<file path="src/hdl/decimal_long_division_rounder_assert.svh">
// assertion macros for the decimal long division rounder back end
// depends on nothing; included by dldr_back, the only file that carries assertions
`ifndef DECIMAL_LONG_DIVISION_ROUNDER_ASSERT_SVH
`define DECIMAL_LONG_DIVISION_ROUNDER_ASSERT_SVH

// same-cycle implication, checked out of reset
`define DLDR_ASSERT_IMPL(name, clk, rst_n, ante, cons) \
  name: assert property (@(posedge clk) disable iff (!rst_n) (ante) |-> (cons)) \
    else $error("dldr check failed: same-cycle implication");

// next-cycle implication, checked out of reset
`define DLDR_ASSERT_NEXT(name, clk, rst_n, ante, cons) \
  name: assert property (@(posedge clk) disable iff (!rst_n) (ante) |=> (cons)) \
    else $error("dldr check failed: next-cycle implication");

`endif

</file>
<file path="src/hdl/dldr_pkg.sv">
// shared types and constants for the decimal long division rounder
// no dependencies
`timescale 1ns / 1ps

package dldr_pkg;

  localparam int DATA_W         = 32;
  localparam int CNT_W          = 6;
  localparam int DIGIT_W        = 4;
  localparam int KIND_W         = 2;
  localparam int CFG_IDX_W      = 2;
  localparam int CFG_DATA_W     = 6;
  localparam int MAX_DIGITS_DEF = 32;
  localparam int QUEUE_DEPTH    = 2;

  localparam logic [CNT_W-1:0] DIGIT_COUNT_RST = 6'd6;

  // configuration register indexes
  localparam logic [CFG_IDX_W-1:0] CFG_DIGIT_COUNT = 2'd0;
  localparam logic [CFG_IDX_W-1:0] CFG_ROUND_EN    = 2'd1;
  localparam logic [CFG_IDX_W-1:0] CFG_KEEP_ZEROS  = 2'd2;

  // result kinds
  localparam logic [KIND_W-1:0] KIND_INT   = 2'd0;
  localparam logic [KIND_W-1:0] KIND_DIGIT = 2'd1;
  localparam logic [KIND_W-1:0] KIND_ERR   = 2'd2;

  // classified division job handed from front to back
  typedef struct packed {
    logic              err;
    logic              neg;
    logic [DATA_W-1:0] amag;
    logic [DATA_W-1:0] bmag;
    logic [CNT_W-1:0]  n;
    logic              round_en;
    logic              keep;
  } job_t;

  typedef struct packed {
    logic [KIND_W-1:0]  kind;
    logic               negative;
    logic [DATA_W-1:0]  integer_magnitude;
    logic [DIGIT_W-1:0] digit;
    logic               last;
  } item_t;

endpackage

</file>
<file path="src/hdl/dldr_intf.sv">
// valid/ready channel interfaces for operand and result items
// depends on dldr_pkg
`timescale 1ns / 1ps

interface dldr_in_if;
  logic                            valid;
  logic                            ready;
  logic signed [dldr_pkg::DATA_W-1:0] dividend;
  logic signed [dldr_pkg::DATA_W-1:0] divisor;

  modport source (output valid, dividend, divisor, input ready);
  modport sink (input valid, dividend, divisor, output ready);
endinterface

interface dldr_out_if;
  logic                             valid;
  logic                             ready;
  logic [dldr_pkg::KIND_W-1:0]      kind;
  logic                             negative;
  logic [dldr_pkg::DATA_W-1:0]      integer_magnitude;
  logic [dldr_pkg::DIGIT_W-1:0]     digit;
  logic                             last;

  modport source (output valid, kind, negative, integer_magnitude, digit, last, input ready);
  modport sink (input valid, kind, negative, integer_magnitude, digit, last, output ready);
endinterface

</file>
<file path="src/hdl/dldr_front.sv">
// front end: configuration registers, operand accept and classification
// depends on dldr_pkg and dldr_intf
`timescale 1ns / 1ps

module dldr_front #(
  parameter int MAX_DIGITS = dldr_pkg::MAX_DIGITS_DEF
) (
  input  logic                            clk_i,
  input  logic                            rst_ni,
  dldr_in_if.sink                         in_i,
  input  logic                            cfg_we_i,
  input  logic [dldr_pkg::CFG_IDX_W-1:0]  cfg_idx_i,
  input  logic [dldr_pkg::CFG_DATA_W-1:0] cfg_data_i,
  input  logic                            q_full_i,
  output logic                            push_o,
  output dldr_pkg::job_t                  job_o
);

  logic [dldr_pkg::CNT_W-1:0] digit_count_q;
  logic                       round_en_q;
  logic                       keep_q;

  logic [dldr_pkg::DATA_W-1:0] a_u;
  logic [dldr_pkg::DATA_W-1:0] b_u;
  logic                        a_neg;
  logic                        b_neg;

  always_ff @(posedge clk_i or negedge rst_ni) begin
    if (!rst_ni) begin
      digit_count_q <= dldr_pkg::DIGIT_COUNT_RST;
      round_en_q    <= 1'b0;
      keep_q        <= 1'b1;
    end else if (cfg_we_i) begin
      unique case (cfg_idx_i)
        dldr_pkg::CFG_DIGIT_COUNT: digit_count_q <= cfg_data_i[dldr_pkg::CNT_W-1:0];
        dldr_pkg::CFG_ROUND_EN:    round_en_q    <= cfg_data_i[0];
        dldr_pkg::CFG_KEEP_ZEROS:  keep_q        <= cfg_data_i[0];
        default: ;
      endcase
    end
  end

  assign a_u   = in_i.dividend;
  assign b_u   = in_i.divisor;
  assign a_neg = a_u[dldr_pkg::DATA_W-1];
  assign b_neg = b_u[dldr_pkg::DATA_W-1];

  assign in_i.ready = !q_full_i;
  assign push_o     = in_i.valid && !q_full_i;

  always_comb begin
    job_o.err  = (b_u == '0);
    job_o.neg  = (a_neg != b_neg) && (a_u != '0);
    // two's complement negate also covers the most negative value
    job_o.amag = a_neg ? (~a_u + 1'b1) : a_u;
    job_o.bmag = b_neg ? (~b_u + 1'b1) : b_u;
    job_o.n    = (digit_count_q > dldr_pkg::CNT_W'(MAX_DIGITS))
                 ? dldr_pkg::CNT_W'(MAX_DIGITS) : digit_count_q;
    job_o.round_en = round_en_q;
    job_o.keep     = keep_q;
  end

endmodule

</file>
<file path="src/hdl/dldr_queue.sv">
// short job queue between the front end and the divider back end
// depends on dldr_pkg
`timescale 1ns / 1ps

module dldr_queue (
  input  logic           clk_i,
  input  logic           rst_ni,
  input  logic           push_i,
  input  dldr_pkg::job_t job_i,
  output logic           full_o,
  input  logic           pop_i,
  output logic           valid_o,
  output dldr_pkg::job_t job_o
);

  localparam int Depth = dldr_pkg::QUEUE_DEPTH;
  localparam int PtrW  = (Depth > 1) ? $clog2(Depth) : 1;
  localparam int CntW  = $clog2(Depth + 1);

  dldr_pkg::job_t      slots_q [Depth];
  logic [PtrW-1:0]     wr_ptr_q, wr_ptr_d;
  logic [PtrW-1:0]     rd_ptr_q, rd_ptr_d;
  logic [CntW-1:0]     count_q, count_d;

  assign full_o  = (count_q == CntW'(Depth));
  assign valid_o = (count_q != '0);
  assign job_o   = slots_q[rd_ptr_q];

  always_comb begin
    wr_ptr_d = wr_ptr_q;
    rd_ptr_d = rd_ptr_q;
    count_d  = count_q;
    if (push_i) begin
      wr_ptr_d = (wr_ptr_q == PtrW'(Depth - 1)) ? '0 : wr_ptr_q + 1'b1;
    end
    if (pop_i) begin
      rd_ptr_d = (rd_ptr_q == PtrW'(Depth - 1)) ? '0 : rd_ptr_q + 1'b1;
    end
    if (push_i && !pop_i) begin
      count_d = count_q + 1'b1;
    end else if (pop_i && !push_i) begin
      count_d = count_q - 1'b1;
    end
  end

  always_ff @(posedge clk_i or negedge rst_ni) begin
    if (!rst_ni) begin
      wr_ptr_q <= '0;
      rd_ptr_q <= '0;
      count_q  <= '0;
    end else begin
      wr_ptr_q <= wr_ptr_d;
      rd_ptr_q <= rd_ptr_d;
      count_q  <= count_d;
    end
  end

  always_ff @(posedge clk_i) begin
    if (push_i) begin
      slots_q[wr_ptr_q] <= job_i;
    end
  end

endmodule

</file>
<file path="src/hdl/dldr_back.sv">
// back end: integer divide, digit generation, rounding and result output
// depends on dldr_pkg, dldr_intf and the assertion macro header
`timescale 1ns / 1ps
`include "decimal_long_division_rounder_assert.svh"

module dldr_back #(
  parameter int MAX_DIGITS = dldr_pkg::MAX_DIGITS_DEF
) (
  input  logic           clk_i,
  input  logic           rst_ni,
  input  logic           job_valid_i,
  input  dldr_pkg::job_t job_i,
  output logic           job_pop_o,
  dldr_out_if.source     out_o
);

  localparam int DW = dldr_pkg::DATA_W;
  localparam int CW = dldr_pkg::CNT_W;
  localparam int GW = dldr_pkg::DIGIT_W;
  localparam int RW = DW + 3;  // remainder times ten
  localparam int AW = (MAX_DIGITS > 1) ? $clog2(MAX_DIGITS) : 1;

  localparam logic [2:0] S_IDLE     = 3'd0;
  localparam logic [2:0] S_INT      = 3'd1;
  localparam logic [2:0] S_DIG      = 3'd2;
  localparam logic [2:0] S_EMIT_INT = 3'd3;
  localparam logic [2:0] S_EMIT_DIG = 3'd4;

  logic [2:0]    state_q, state_d;
  logic [4:0]    cnt_q, cnt_d;
  logic [1:0]    sub_q, sub_d;
  logic [2:0]    dbits_q, dbits_d;
  logic [CW-1:0] idx_q, idx_d;
  logic [CW-1:0] n_q, n_d;
  logic [CW-1:0] lnz_q, lnz_d;
  logic          has_nz_q, has_nz_d;
  logic [GW-1:0] extra_q, extra_d;
  logic          neg_q, neg_d;
  logic          round_q, round_d;
  logic          keep_q, keep_d;
  logic [DW-1:0] quo_q, quo_d;
  logic [DW-1:0] bmag_q, bmag_d;
  logic [RW-1:0] rem_q, rem_d;

  logic [GW-1:0] mem_q [MAX_DIGITS];
  logic [GW-1:0] rdata_q;
  logic          wr_en;
  logic [AW-1:0] wr_addr;
  logic [GW-1:0] wr_data;
  logic          rd_en;
  logic [AW-1:0] rd_addr;

  dldr_pkg::item_t out_q, out_d;
  logic            out_valid_q, out_valid_d;
  logic            out_load;
  logic            out_free;

  // datapath helpers
  logic [DW:0]   rem_sh;
  logic          int_ge;
  logic [RW-1:0] rem10;
  logic [RW-1:0] dsrc;
  logic [RW-1:0] bsh;
  logic          dig_ge;
  logic [RW-1:0] dnext;
  logic [GW-1:0] dval;
  logic          round_up;
  logic [GW-1:0] emit_digit;
  logic [CW-1:0] idx_inc;

  assign out_free = !out_valid_q || out_o.ready;
  assign round_up = round_q && (extra_q > GW'(4));
  assign idx_inc  = idx_q + 1'b1;

  always_comb begin
    rem_sh = {rem_q[DW-1:0], quo_q[DW-1]};
    int_ge = (rem_sh >= {1'b0, bmag_q});
    rem10  = ({3'b000, rem_q[DW-1:0]} << 3) + ({3'b000, rem_q[DW-1:0]} << 1);
    dsrc   = (sub_q == 2'd0) ? rem10 : rem_q;
    bsh    = {3'b000, bmag_q} << (2'd3 - sub_q);
    dig_ge = (dsrc >= bsh);
    dnext  = dig_ge ? (dsrc - bsh) : dsrc;
    dval   = {dbits_q, dig_ge};
  end

  // rounding applied on the way out: digits past the last non-nine clear,
  // that digit steps up, with no non-nine the carry lands in the integer
  always_comb begin
    emit_digit = rdata_q;
    if (round_up) begin
      if (!has_nz_q || (idx_q > lnz_q)) begin
        emit_digit = '0;
      end else if (idx_q == lnz_q) begin
        emit_digit = rdata_q + 1'b1;
      end
    end
  end

  always_comb begin
    state_d   = state_q;
    cnt_d     = cnt_q;
    sub_d     = sub_q;
    dbits_d   = dbits_q;
    idx_d     = idx_q;
    n_d       = n_q;
    lnz_d     = lnz_q;
    has_nz_d  = has_nz_q;
    extra_d   = extra_q;
    neg_d     = neg_q;
    round_d   = round_q;
    keep_d    = keep_q;
    quo_d     = quo_q;
    bmag_d    = bmag_q;
    rem_d     = rem_q;
    job_pop_o = 1'b0;
    wr_en     = 1'b0;
    wr_addr   = idx_q[AW-1:0];
    wr_data   = dval;
    rd_en     = 1'b0;
    rd_addr   = '0;
    out_load  = 1'b0;
    out_d     = out_q;

    unique case (state_q)
      S_IDLE: begin
        if (job_valid_i) begin
          if (job_i.err) begin
            if (out_free) begin
              job_pop_o = 1'b1;
              out_load  = 1'b1;
              out_d     = '{kind: dldr_pkg::KIND_ERR, negative: 1'b0,
                            integer_magnitude: '0, digit: '0, last: 1'b1};
            end
          end else begin
            job_pop_o = 1'b1;
            neg_d     = job_i.neg;
            round_d   = job_i.round_en;
            keep_d    = job_i.keep;
            n_d       = job_i.n;
            quo_d     = job_i.amag;
            bmag_d    = job_i.bmag;
            rem_d     = '0;
            cnt_d     = '0;
            has_nz_d  = 1'b0;
            lnz_d     = '0;
            extra_d   = '0;
            state_d   = S_INT;
          end
        end
      end

      S_INT: begin
        quo_d = {quo_q[DW-2:0], int_ge};
        rem_d = int_ge ? {2'b00, rem_sh - {1'b0, bmag_q}} : {2'b00, rem_sh};
        cnt_d = cnt_q + 1'b1;
        if (cnt_q == 5'd31) begin
          idx_d   = '0;
          sub_d   = '0;
          dbits_d = '0;
          state_d = S_DIG;
        end
      end

      S_DIG: begin
        rem_d   = dnext;
        sub_d   = sub_q + 1'b1;
        dbits_d = {dbits_q[1:0], dig_ge};
        if (sub_q == 2'd3) begin
          if (idx_q < n_q) begin
            wr_en = 1'b1;
            if (dval != GW'(9)) begin
              lnz_d    = idx_q;
              has_nz_d = 1'b1;
            end
          end else begin
            extra_d = dval;
          end
          if (!keep_q && (dnext == '0)) begin
            // exact end: keep digits so far; before the extra digit, no rounding
            if (idx_q != n_q) begin
              n_d     = idx_inc;
              extra_d = '0;
            end
            state_d = S_EMIT_INT;
          end else if (idx_q == n_q) begin
            state_d = S_EMIT_INT;
          end else begin
            idx_d = idx_inc;
          end
        end
      end

      S_EMIT_INT: begin
        if (out_free) begin
          out_load = 1'b1;
          out_d    = '{kind: dldr_pkg::KIND_INT, negative: neg_q,
                       integer_magnitude: quo_q + DW'(round_up && !has_nz_q),
                       digit: '0, last: (n_q == '0)};
          rd_en    = 1'b1;
          rd_addr  = '0;
          idx_d    = '0;
          state_d  = (n_q == '0) ? S_IDLE : S_EMIT_DIG;
        end
      end

      S_EMIT_DIG: begin
        if (out_free) begin
          out_load = 1'b1;
          out_d    = '{kind: dldr_pkg::KIND_DIGIT, negative: 1'b0,
                       integer_magnitude: '0, digit: emit_digit,
                       last: (idx_inc == n_q)};
          idx_d    = idx_inc;
          if (idx_inc == n_q) begin
            state_d = S_IDLE;
          end else begin
            rd_en   = 1'b1;
            rd_addr = idx_inc[AW-1:0];
          end
        end
      end

      default: state_d = S_IDLE;
    endcase
  end

  always_comb begin
    if (out_load) begin
      out_valid_d = 1'b1;
    end else if (out_o.ready) begin
      out_valid_d = 1'b0;
    end else begin
      out_valid_d = out_valid_q;
    end
  end

  always_ff @(posedge clk_i or negedge rst_ni) begin
    if (!rst_ni) begin
      state_q     <= S_IDLE;
      out_valid_q <= 1'b0;
      cnt_q       <= '0;
      sub_q       <= '0;
      idx_q       <= '0;
      n_q         <= '0;
      has_nz_q    <= 1'b0;
      extra_q     <= '0;
      round_q     <= 1'b0;
      keep_q      <= 1'b1;
      quo_q       <= '0;
      rem_q       <= '0;
    end else begin
      state_q     <= state_d;
      out_valid_q <= out_valid_d;
      cnt_q       <= cnt_d;
      sub_q       <= sub_d;
      idx_q       <= idx_d;
      n_q         <= n_d;
      has_nz_q    <= has_nz_d;
      extra_q     <= extra_d;
      round_q     <= round_d;
      keep_q      <= keep_d;
      quo_q       <= quo_d;
      rem_q       <= rem_d;
    end
  end

  always_ff @(posedge clk_i) begin
    dbits_q <= dbits_d;
    lnz_q   <= lnz_d;
    neg_q   <= neg_d;
    bmag_q  <= bmag_d;
    out_q   <= out_d;
  end

  // digit store
  always_ff @(posedge clk_i) begin
    if (wr_en) begin
      mem_q[wr_addr] <= wr_data;
    end
    if (rd_en) begin
      rdata_q <= mem_q[rd_addr];
    end
  end

  assign out_o.valid             = out_valid_q;
  assign out_o.kind              = out_q.kind;
  assign out_o.negative          = out_q.negative;
  assign out_o.integer_magnitude = out_q.integer_magnitude;
  assign out_o.digit             = out_q.digit;
  assign out_o.last              = out_q.last;

  `DLDR_ASSERT_IMPL(a_digit_range, clk_i, rst_ni,
    out_valid_q && (out_q.kind == dldr_pkg::KIND_DIGIT), out_q.digit <= GW'(9))
  `DLDR_ASSERT_IMPL(a_err_single, clk_i, rst_ni,
    out_valid_q && (out_q.kind == dldr_pkg::KIND_ERR),
    out_q.last && (out_q.integer_magnitude == '0))
  `DLDR_ASSERT_IMPL(a_rem_below_div, clk_i, rst_ni,
    (state_q == S_DIG) && (sub_q == 2'd0), rem_q < {3'b000, bmag_q})
  `DLDR_ASSERT_NEXT(a_int_to_dig, clk_i, rst_ni,
    (state_q == S_INT) && (cnt_q == 5'd31), state_q == S_DIG)
  `DLDR_ASSERT_IMPL(a_emit_idx, clk_i, rst_ni,
    state_q == S_EMIT_DIG, idx_q < n_q)

endmodule

</file>
<file path="src/hdl/decimal_long_division_rounder.sv">
// top level: front end, job queue and divider back end
// depends on dldr_pkg, dldr_intf, dldr_front, dldr_queue, dldr_back
//
// channel    dir   handshake       payload
// in_i       in    valid/ready     dividend, divisor
// out_o      out   valid/ready     kind, negative, integer_magnitude, digit, last
// cfg        in    cfg_we_i        cfg_idx_i, cfg_data_i
//
// a division runs a bit-serial integer divide, then generates fraction digits
// over n + 1 digits (one quotient bit per cycle), then emits the integer and
// n digits; with keep zeros off a zero remainder ends the digits early
// a zero divisor yields a single error item; no clearing pass after reset
// a two-entry job queue lets operands transfer while the back end works or
// waits on a stalled output

`timescale 1ns / 1ps

module decimal_long_division_rounder #(
  parameter int MAX_DIGITS = dldr_pkg::MAX_DIGITS_DEF
) (
  input  logic                            clk_i,
  input  logic                            rst_ni,
  dldr_in_if.sink                         in_i,
  dldr_out_if.source                      out_o,
  input  logic                            cfg_we_i,
  input  logic [dldr_pkg::CFG_IDX_W-1:0]  cfg_idx_i,
  input  logic [dldr_pkg::CFG_DATA_W-1:0] cfg_data_i
);

  logic           q_full;
  logic           push;
  dldr_pkg::job_t push_job;
  logic           pop;
  logic           q_valid;
  dldr_pkg::job_t pop_job;

  dldr_front #(
    .MAX_DIGITS(MAX_DIGITS)
  ) u_front (
    .clk_i     (clk_i),
    .rst_ni    (rst_ni),
    .in_i      (in_i),
    .cfg_we_i  (cfg_we_i),
    .cfg_idx_i (cfg_idx_i),
    .cfg_data_i(cfg_data_i),
    .q_full_i  (q_full),
    .push_o    (push),
    .job_o     (push_job)
  );

  dldr_queue u_queue (
    .clk_i  (clk_i),
    .rst_ni (rst_ni),
    .push_i (push),
    .job_i  (push_job),
    .full_o (q_full),
    .pop_i  (pop),
    .valid_o(q_valid),
    .job_o  (pop_job)
  );

  dldr_back #(
    .MAX_DIGITS(MAX_DIGITS)
  ) u_back (
    .clk_i      (clk_i),
    .rst_ni     (rst_ni),
    .job_valid_i(q_valid),
    .job_i      (pop_job),
    .job_pop_o  (pop),
    .out_o      (out_o)
  );

endmodule
</file>
<file path="src/flat_wrapper.sv">
// flat-port wrapper written by rule: the top's interface ports become plain ports
module decimal_long_division_rounder_flat 
#(
  parameter int MAX_DIGITS = dldr_pkg::MAX_DIGITS_DEF
)
  (clk_i, rst_ni, cfg_we_i, cfg_idx_i, cfg_data_i, in_i_valid, in_i_dividend, in_i_divisor, in_i_ready, out_o_valid, out_o_kind, out_o_negative, out_o_integer_magnitude, out_o_digit, out_o_last, out_o_ready);
  dldr_in_if in_i_i ();
  dldr_out_if out_o_i ();
  input  logic clk_i;
  input  logic rst_ni;
  input  logic cfg_we_i;
  input  logic [dldr_pkg::CFG_IDX_W-1:0] cfg_idx_i;
  input  logic [dldr_pkg::CFG_DATA_W-1:0] cfg_data_i;
  input wire logic [$bits(in_i_i.valid)-1:0] in_i_valid;
  input wire logic [$bits(in_i_i.dividend)-1:0] in_i_dividend;
  input wire logic [$bits(in_i_i.divisor)-1:0] in_i_divisor;
  output wire logic [$bits(in_i_i.ready)-1:0] in_i_ready;
  output wire logic [$bits(out_o_i.valid)-1:0] out_o_valid;
  output wire logic [$bits(out_o_i.kind)-1:0] out_o_kind;
  output wire logic [$bits(out_o_i.negative)-1:0] out_o_negative;
  output wire logic [$bits(out_o_i.integer_magnitude)-1:0] out_o_integer_magnitude;
  output wire logic [$bits(out_o_i.digit)-1:0] out_o_digit;
  output wire logic [$bits(out_o_i.last)-1:0] out_o_last;
  input wire logic [$bits(out_o_i.ready)-1:0] out_o_ready;
  assign in_i_i.valid = in_i_valid;
  assign in_i_i.dividend = in_i_dividend;
  assign in_i_i.divisor = in_i_divisor;
  assign in_i_ready = in_i_i.ready;
  assign out_o_valid = out_o_i.valid;
  assign out_o_kind = out_o_i.kind;
  assign out_o_negative = out_o_i.negative;
  assign out_o_integer_magnitude = out_o_i.integer_magnitude;
  assign out_o_digit = out_o_i.digit;
  assign out_o_last = out_o_i.last;
  assign out_o_i.ready = out_o_ready;
  decimal_long_division_rounder #(.MAX_DIGITS(MAX_DIGITS)) u_core (.clk_i(clk_i), .rst_ni(rst_ni), .in_i(in_i_i), .out_o(out_o_i), .cfg_we_i(cfg_we_i), .cfg_idx_i(cfg_idx_i), .cfg_data_i(cfg_data_i));
endmodule
</file>
<file path="config.mk">
export PLATFORM = sky130hd
export DESIGN_NAME = decimal_long_division_rounder_flat
export DESIGN_NICKNAME = d
export VERILOG_FILES = /design/src/hdl/dldr_pkg.sv /design/src/hdl/dldr_intf.sv /design/src/hdl/dldr_front.sv /design/src/hdl/dldr_queue.sv /design/src/hdl/dldr_back.sv /design/src/hdl/decimal_long_division_rounder.sv /design/src/flat_wrapper.sv
export VERILOG_INCLUDE_DIRS = /design/src /design/src/hdl
export SDC_FILE = /design/constraint.sdc
export NUM_CORES = 1
export LEC_CHECK = 0
export BUFFER_PORTS_ARGS = -buffer_cell sky130_fd_sc_hd__buf_2
export CORE_MARGIN = 4
export CORE_UTILIZATION = 50
export CTS_CLUSTER_SIZE = 24
export DETAILED_ROUTE_END_ITERATION = 16
export PLACE_DENSITY = 0.75
export SETUP_SLACK_MARGIN = 0.4
export SLEW_MARGIN = 10
export SYNTH_ARGS = -nofsm -noshare
export SYNTH_HDL_FRONTEND = slang
export SYNTH_SLANG_ARGS = --single-unit
</file>
<file path="constraint.sdc">
create_clock -name clk_i -period 8.4 [get_ports clk_i]
set_input_delay 0.42 -clock clk_i [delete_from_list [all_inputs] [get_ports clk_i]]
set_output_delay 0.42 -clock clk_i [all_outputs]
set_load 0.05 [all_outputs]
</file>
# Word-level counts from Yosys, hierarchy flattened
# Memories as Yosys holds them, arrays and structs flattened. A register that Yosys moved wholly into a read port is not among the register bits.
# Index checks and enable logic that the tools add are counted.
[op_classes]
addsub = 15
magnitude_cmp = 6
n_eq_ne = 31
n_shift = 1
muxes = 97
n_bitwise = 3
reduce_logical = 45
[op_table]
columns = ["operator", "count"]
rows = [
  ["$mux 40", 5],
  ["$mux 35", 4],
  ["$mux 32", 4],
  ["$pmux 40 s3", 1],
  ["$pmux 35 s3", 1],
  ["$mux 6", 17],
  ["$add 32x1->32 const B", 2],
  ["$not 32->32", 2],
  ["$pmux 32 s2", 1],
  ["$mux 4", 9],
  ["$add 35x33->35", 1],
  ["$ge 35x35->1", 1],
  ["$logic_not 35->1", 1],
  ["$shl 32x2->35", 1],
  ["$sub 35x35->35", 1],
  ["$ge 33x32->1", 1],
  ["$mux 3", 11],
  ["$mux 33", 1],
  ["$sub 33x32->33", 1],
  ["$add 32x1->32", 1],
  ["$logic_not 32->1", 1],
  ["$reduce_bool 32->1", 1],
  ["$ne 2x2->1 const B", 13],
  ["$mux 5", 5],
  ["50 further kinds", 112],
]
[totals]
reg_bits = 191
ramBits = 276
input_bits = 77
output_inout_bits = 42
wordCells = 227
memories = 2
[memory_table]
columns = ["name", "depth", "width", "rd", "rd_ports_with_merged_regs", "wr", "line_no", "source"]
rows = [
  ["u_core.u_queue.slots_q", 2, 74, 1, 0, 1, "dldr_queue.sv:20", "dldr_pkg::job_t slots_q [Depth];"],
  ["u_core.u_back.mem_q", 32, 4, 1, 1, 1, "dldr_back.sv:45", "logic [GW-1:0] mem_q [MAX_DIGITS];"],
]

# Longest topological paths before layout
[logic_depth]
word_depth = 9
mapped_depth = 27
mapped_depth_nobuf = 22

# Cells and area by module
# A second synthesis with hierarchy kept.
[hier_totals]
cells_unflattened = 2795
area_unflattened_um2 = 29412.0
[by_module_without_submodules]
columns = ["mod", "instances", "cells_each", "area_each_um2"]
rows = [
  ["dldr_back", 1, 2329, 21922.3],
  ["dldr_queue", 1, 246, 5731.7],
  ["dldr_front", 1, 220, 1757.9],
]

# Worst setup path after synthesis
# OpenSTA, ideal clock, no wires.
[synth_timing]
path_kind = "register -> register"
start = "register u_core.u_back.sub_q[0]"
end = "register u_core.u_back.rem_q[5]"
arrival_time_ps = 6206
t_required_ps = 8265
slack_ps = 2059
path_stages_with_launch = 25
path_cell_list = "dfrtp_1 > clkbuf_1 > clkbuf_1 > clkbuf_1 > inv_1 > ha_1 > buf_1 > clkbuf_1 > clkbuf_1 > clkbuf_1 > mux2_2 > ha_1 > buf_2 > and4_1 > nor3b_1 > nor4b_1 > nand3b_1 > nand3_1 > a221oi_4 > inv_2 > buf_2 > buf_1 > o21ai_0 > a22oi_1 > o21ai_0"
[synth_via]
elab_chain_len = 5
[synth_rtl]
columns = ["element", "line_no", "source"]
rows = [
  ["start, declared", "dldr_back.sv:31", "logic [1:0] sub_q, sub_d;"],
  ["start signal, assigned", "dldr_back.sv:254", "sub_q <= sub_d;"],
  ["$sub 2x2->2 or $logic_not 2->1 (tied branches)", "dldr_back.sv:80, dldr_back.sv:79", ""],
  ["$shl 32x2->35 or $mux 35 (tied branches)", "dldr_back.sv:80, dldr_back.sv:79", ""],
  ["$ge 35x35->1 (*)", "dldr_back.sv:81", "dig_ge = (dsrc >= bsh);"],
  ["via u_core.u_back.dig_ge", "dldr_back.sv:64", "logic dig_ge;"],
  ["$mux 35 (*)", "dldr_back.sv:82", "dnext = dig_ge ? (dsrc - bsh) : dsrc;"],
  ["$pmux 35 s3 (*)", "dldr_back.sv:124", "unique case (state_q)"],
  ["end signal, assigned", "dldr_back.sv:262", "rem_q <= rem_d;"],
  ["end, declared", "dldr_back.sv:43", "logic [RW-1:0] rem_q, rem_d;"],
]
# Mark *: on every way through the listed nets, which the timed path passes. The rest lies on a longest branch.
# A chain may end at the register's enable or synchronous reset.

# Final worst setup path
[layout_timing]
start = "register u_core.u_back.rem_q[0]"
end = "register u_core.u_back.n_q[2]"
[layout_via]
elab_chain_len = 8
[layout_rtl]
columns = ["element", "line_no", "source"]
rows = [
  ["$add 35x33->35", "dldr_back.sv:78", "rem10 = ({3'b000, rem_q[DW-1:0]} << 3) + ({3'b000, rem_q[DW-1:0]} << 1);"],
  ["$mux 35 (*)", "dldr_back.sv:79", "dsrc = (sub_q == 2'd0) ? rem10 : rem_q;"],
  ["$sub 35x35->35 or $ge 35x35->1 (tied branches)", "dldr_back.sv:82, dldr_back.sv:81", ""],
  ["$mux 35 (*)", "dldr_back.sv:82", ""],
  ["$logic_not 35->1 (*)", "dldr_back.sv:178", "if (!keep_q && (dnext == '0)) begin"],
  ["$logic_and 1x1->1 (*)", "dldr_back.sv:178", ""],
  ["$ne 2x2->1 (no source line) (*)", "-", ""],
  ["$reduce_and 6->1 (no source line) (*)", "-", ""],
  ["end signal, assigned", "dldr_back.sv:256", "n_q <= n_d;"],
  ["end, declared", "dldr_back.sv:34", "logic [CW-1:0] n_q, n_d;"],
]
# Every way passes the cells marked *; elsewhere a longest branch is shown, timed or not.

==> metrics.cfg <==
[worst_setup_path]
r2r-start = u_core.u_back.rem_q[0]
crit_fanout = 38
crit_arrival_ns = 7.79
r2r_slack_ns = 1.08
critPathLaunchType = flop
cp_common_cell = ha_1
required_ns = 8.88
crit_slowest_cell = nor4b_1
slowest_delay_ns = 0.55
crit_type = flop to flop
r2r_end = u_core.u_back.n_q[2]
path_depth = 21
end_kind = flop
cp_top_family = simple AND/OR/NAND/NOR gates
path_cells = ha_1, fa_1, a21o_1, a221o_1, o221a_2, or4_1, and3_1, mux2_2, ha_1, and4_1, nor3b_1, nor4b_1, nand3b_1, nand3_1, a221oi_4, inv_2, buf_4, nor4_1, o211ai_2, nor2_2, o311ai_1
reg2regPathDepth = 21
crit_buf_inv = 2

[sta]
hold_viol = 0
clock_skew_ns = 0.0280
tightest_slew_ns = 1.22
tns_ns = 0
rsz0062_at_grt = no
setup_viol = 0
worst_slew_margin_rel_pct = 18.5
drv_slew = 0
clock.fmax_ghz = 0.137
fin_crit_sh_pct = 87.1
min_period_ns = 7.32

[synth]
synth_compound_area_share_pct = 16.8
synth_cell_types = 94
syn_area_um2 = 28700
synthMuxAreaShare_pct = 6.91
synthXorXnorAreaFrac_pct = 5.37
ys_top_cells_by_area = edfxtp_1, dfrtp_1, ha_1
synth_area_leader_cell = edfxtp_1
synth_top_family_by_area = compound AO/OA/AOI/OAI gates
synth_top_area_share_pct = 37.9
yosys.area_share.simple_pct = 14.2
synth-seq-area-share_pct = 47.5
synthTopCellsByCount = edfxtp_1, nand2_1, nor2_1
synth_adder_area_share_pct = 5.58
avgSynthCellArea_um2 = 10.4
synth_edf_count = 362
async_reset_ff_share_pct = 23.1
synthFlopType = edfxtp_1
synth.most_common_cell = edfxtp_1
synth_fp_nets = 2963
yosys_warnings = 0
ys_seq_elements = 471
synthesis.instances = 2760

[routing]
wl_met3_mm = 6.26
drc = 0
detail_route.wl_per_cell_um = 22.6
routed_wl_mm = 81.5
topRoutingLayerUsed = met5
first_iter_violations = 2476
routedLengthMet1_mm = 34.9
detail_route.first_pass.iterations = 6
viasPerCell = 6.31
drt.antenna.violating_nets = 0
wl_met2_mm = 37.9
vias = 22800

[clock_tree]
cts_buffers = 49
cts_sinks = 471
htreeDepth = 2
cts_hold_buf = 1
cts_resized = 0
clkLatencyLatePin_ns = 0.60
clockRootBuffer = clkbuf_16
post_cts_buffers = 0
clk_pin_slew_ns = 0.07
clockBufferDepth = 3
cts_tree = built

[place]
dpl.hpwl_mm = 59.3
io_buffers = 118
placed_area_um2 = 29900
dp.cells = 3520
gp_congestion = 0.994

[job]
cap_violations = 0

[floorplanning]
ioPinCount = 119
coreArea_um2 = 56600
die_width_um = 247
die-area_um2 = 61200
die_y_um = 247
start_util_pct = 50.6
rows = 87

[layout]
drive_gt1_share_pct = 13.5
ff_latch_area_um2 = 13600
final_cell_area_um2 = 31500
n_fill_cell = 4757
layout.cells.non_filler = 3613
nets = 3019
area_growth_pct = 9.98
multi_input_area_um2 = 14100

[run_status]
status = finished clean

[worst_hold_path]
hp-class = input port to flop
hp-start = in_i_dividend[0]
holdPathStages = 1
hold_path_end = u_core.u_queue.slots_q[1][40]

[global_routing]
antenna_found_initial = 4
grt.total_usage_pct = 26.2
grt_pass1_vias = 22300
grt_max_degree = 76
grt_overflow = 0
grt_pass1_wl_mm = 127

==> registers in the layout, indices dropped and copies added (netlist names), 2 cells and up <==
signal,cells
u_core.u_back.extra_q,4
u_core.u_back.idx_q,6
u_core.u_back.cnt_q,5
u_core.u_back.out_o.integer_magnitude,32
u_core.u_front.digit_count_q,6
u_core.u_back.mem_q,128
u_core.u_back.state_q,3
u_core.u_back.bmag_q,32
u_core.u_back.lnz_q,6
u_core.u_back.dbits_q,3
u_core.u_back.out_o.digit,4
u_core.u_back.rdata_q,4
u_core.u_queue.count_q,2
u_core.u_back.quo_q,32
u_core.u_back.out_o.kind,2
u_core.u_back.n_q,6
u_core.u_back.sub_q,2
u_core.u_queue.slots_q,148
u_core.u_back.rem_q,35
==> cell families (layout without fill, tap and decap cells) <==
family	after synthesis	count (layout)
buf+inv	276	372
flops	471	471
other cells	0	1
compound gates	700	700
fa+ha+maj	126	126
mux	164	164
xor+xnor	171	171
simple gates	852	852
==> area by class of cell <==
cell class	count	area share [%]
Tap cell	756	3.00
Clock inverter	34	1.04
Multi-Input combinational cell	2013	44.6
Antenna cell	1	0.00794
Inverter	137	1.63
Timing Repair Buffer	144	2.51
Sequential cell	471	43.2
Clock buffer	57	4.05
==> cell usage in the layout (no fill, tap or decap), types with 29 or more instances in the layout <==
cell and instances:
a211oi_1 34, a21o_1 47, a21oi_1 156, a31oi_1 36, and3_1 29, buf_2 117
clkbuf_16 49, dfrtp_1 103, edfxtp_1 362, ha_1 123, inv_1 135, mux2_2 60
mux2i_1 82, nand2_1 272, nand3_1 80, nand4_1 32, nor2_1 214, nor3_1 44
o211ai_1 44, o21ai_0 137, o221a_2 31, or3_1 41, xnor2_1 109, xor2_1 59
==> stage by stage <==
stage / util (%) / hold slack, ns / worst slack, ns
final: 55.7 / 0.0342 / 1.08
after global routing: 55.7 / 0.0137 / 0.831
after CTS: 55.7 / 0.00240 / 1.26
after detailed placement: 52.8 / 0.467 / 1.28
after global placement: 52.8 / 0.444 / 1.43
after floorplan: - / 0.124 / 2.06
==> routing by layer <==
metal	global-route usage, %	up-vias
li1	-	10500
met5	0	-
met3	4.89	174
met2	42.5	944
met1	36.4	11200
met4	7.37	6
==> worst max path at each step <==
stage | from | slack [ns] | end
after global placement | u_core.u_back.rem_q[0] | 1.43 | u_core.u_back.extra_q[0]
after CTS | u_core.u_back.rem_q[0] | 1.26 | u_core.u_back.n_q[2]
after floorplan | u_core.u_back.sub_q[0] | 2.06 | u_core.u_back.rem_q[5]
final | u_core.u_back.rem_q[0] | 1.08 | u_core.u_back.n_q[2]
after global routing | u_core.u_back.rem_q[0] | 0.83 | u_core.u_back.n_q[2]
after detailed placement | u_core.u_back.rem_q[0] | 1.28 | u_core.u_back.extra_q[3]
Power is not shown: default switching activity piles up to over one toggle a cycle in this logic, so the estimate is an artifact.
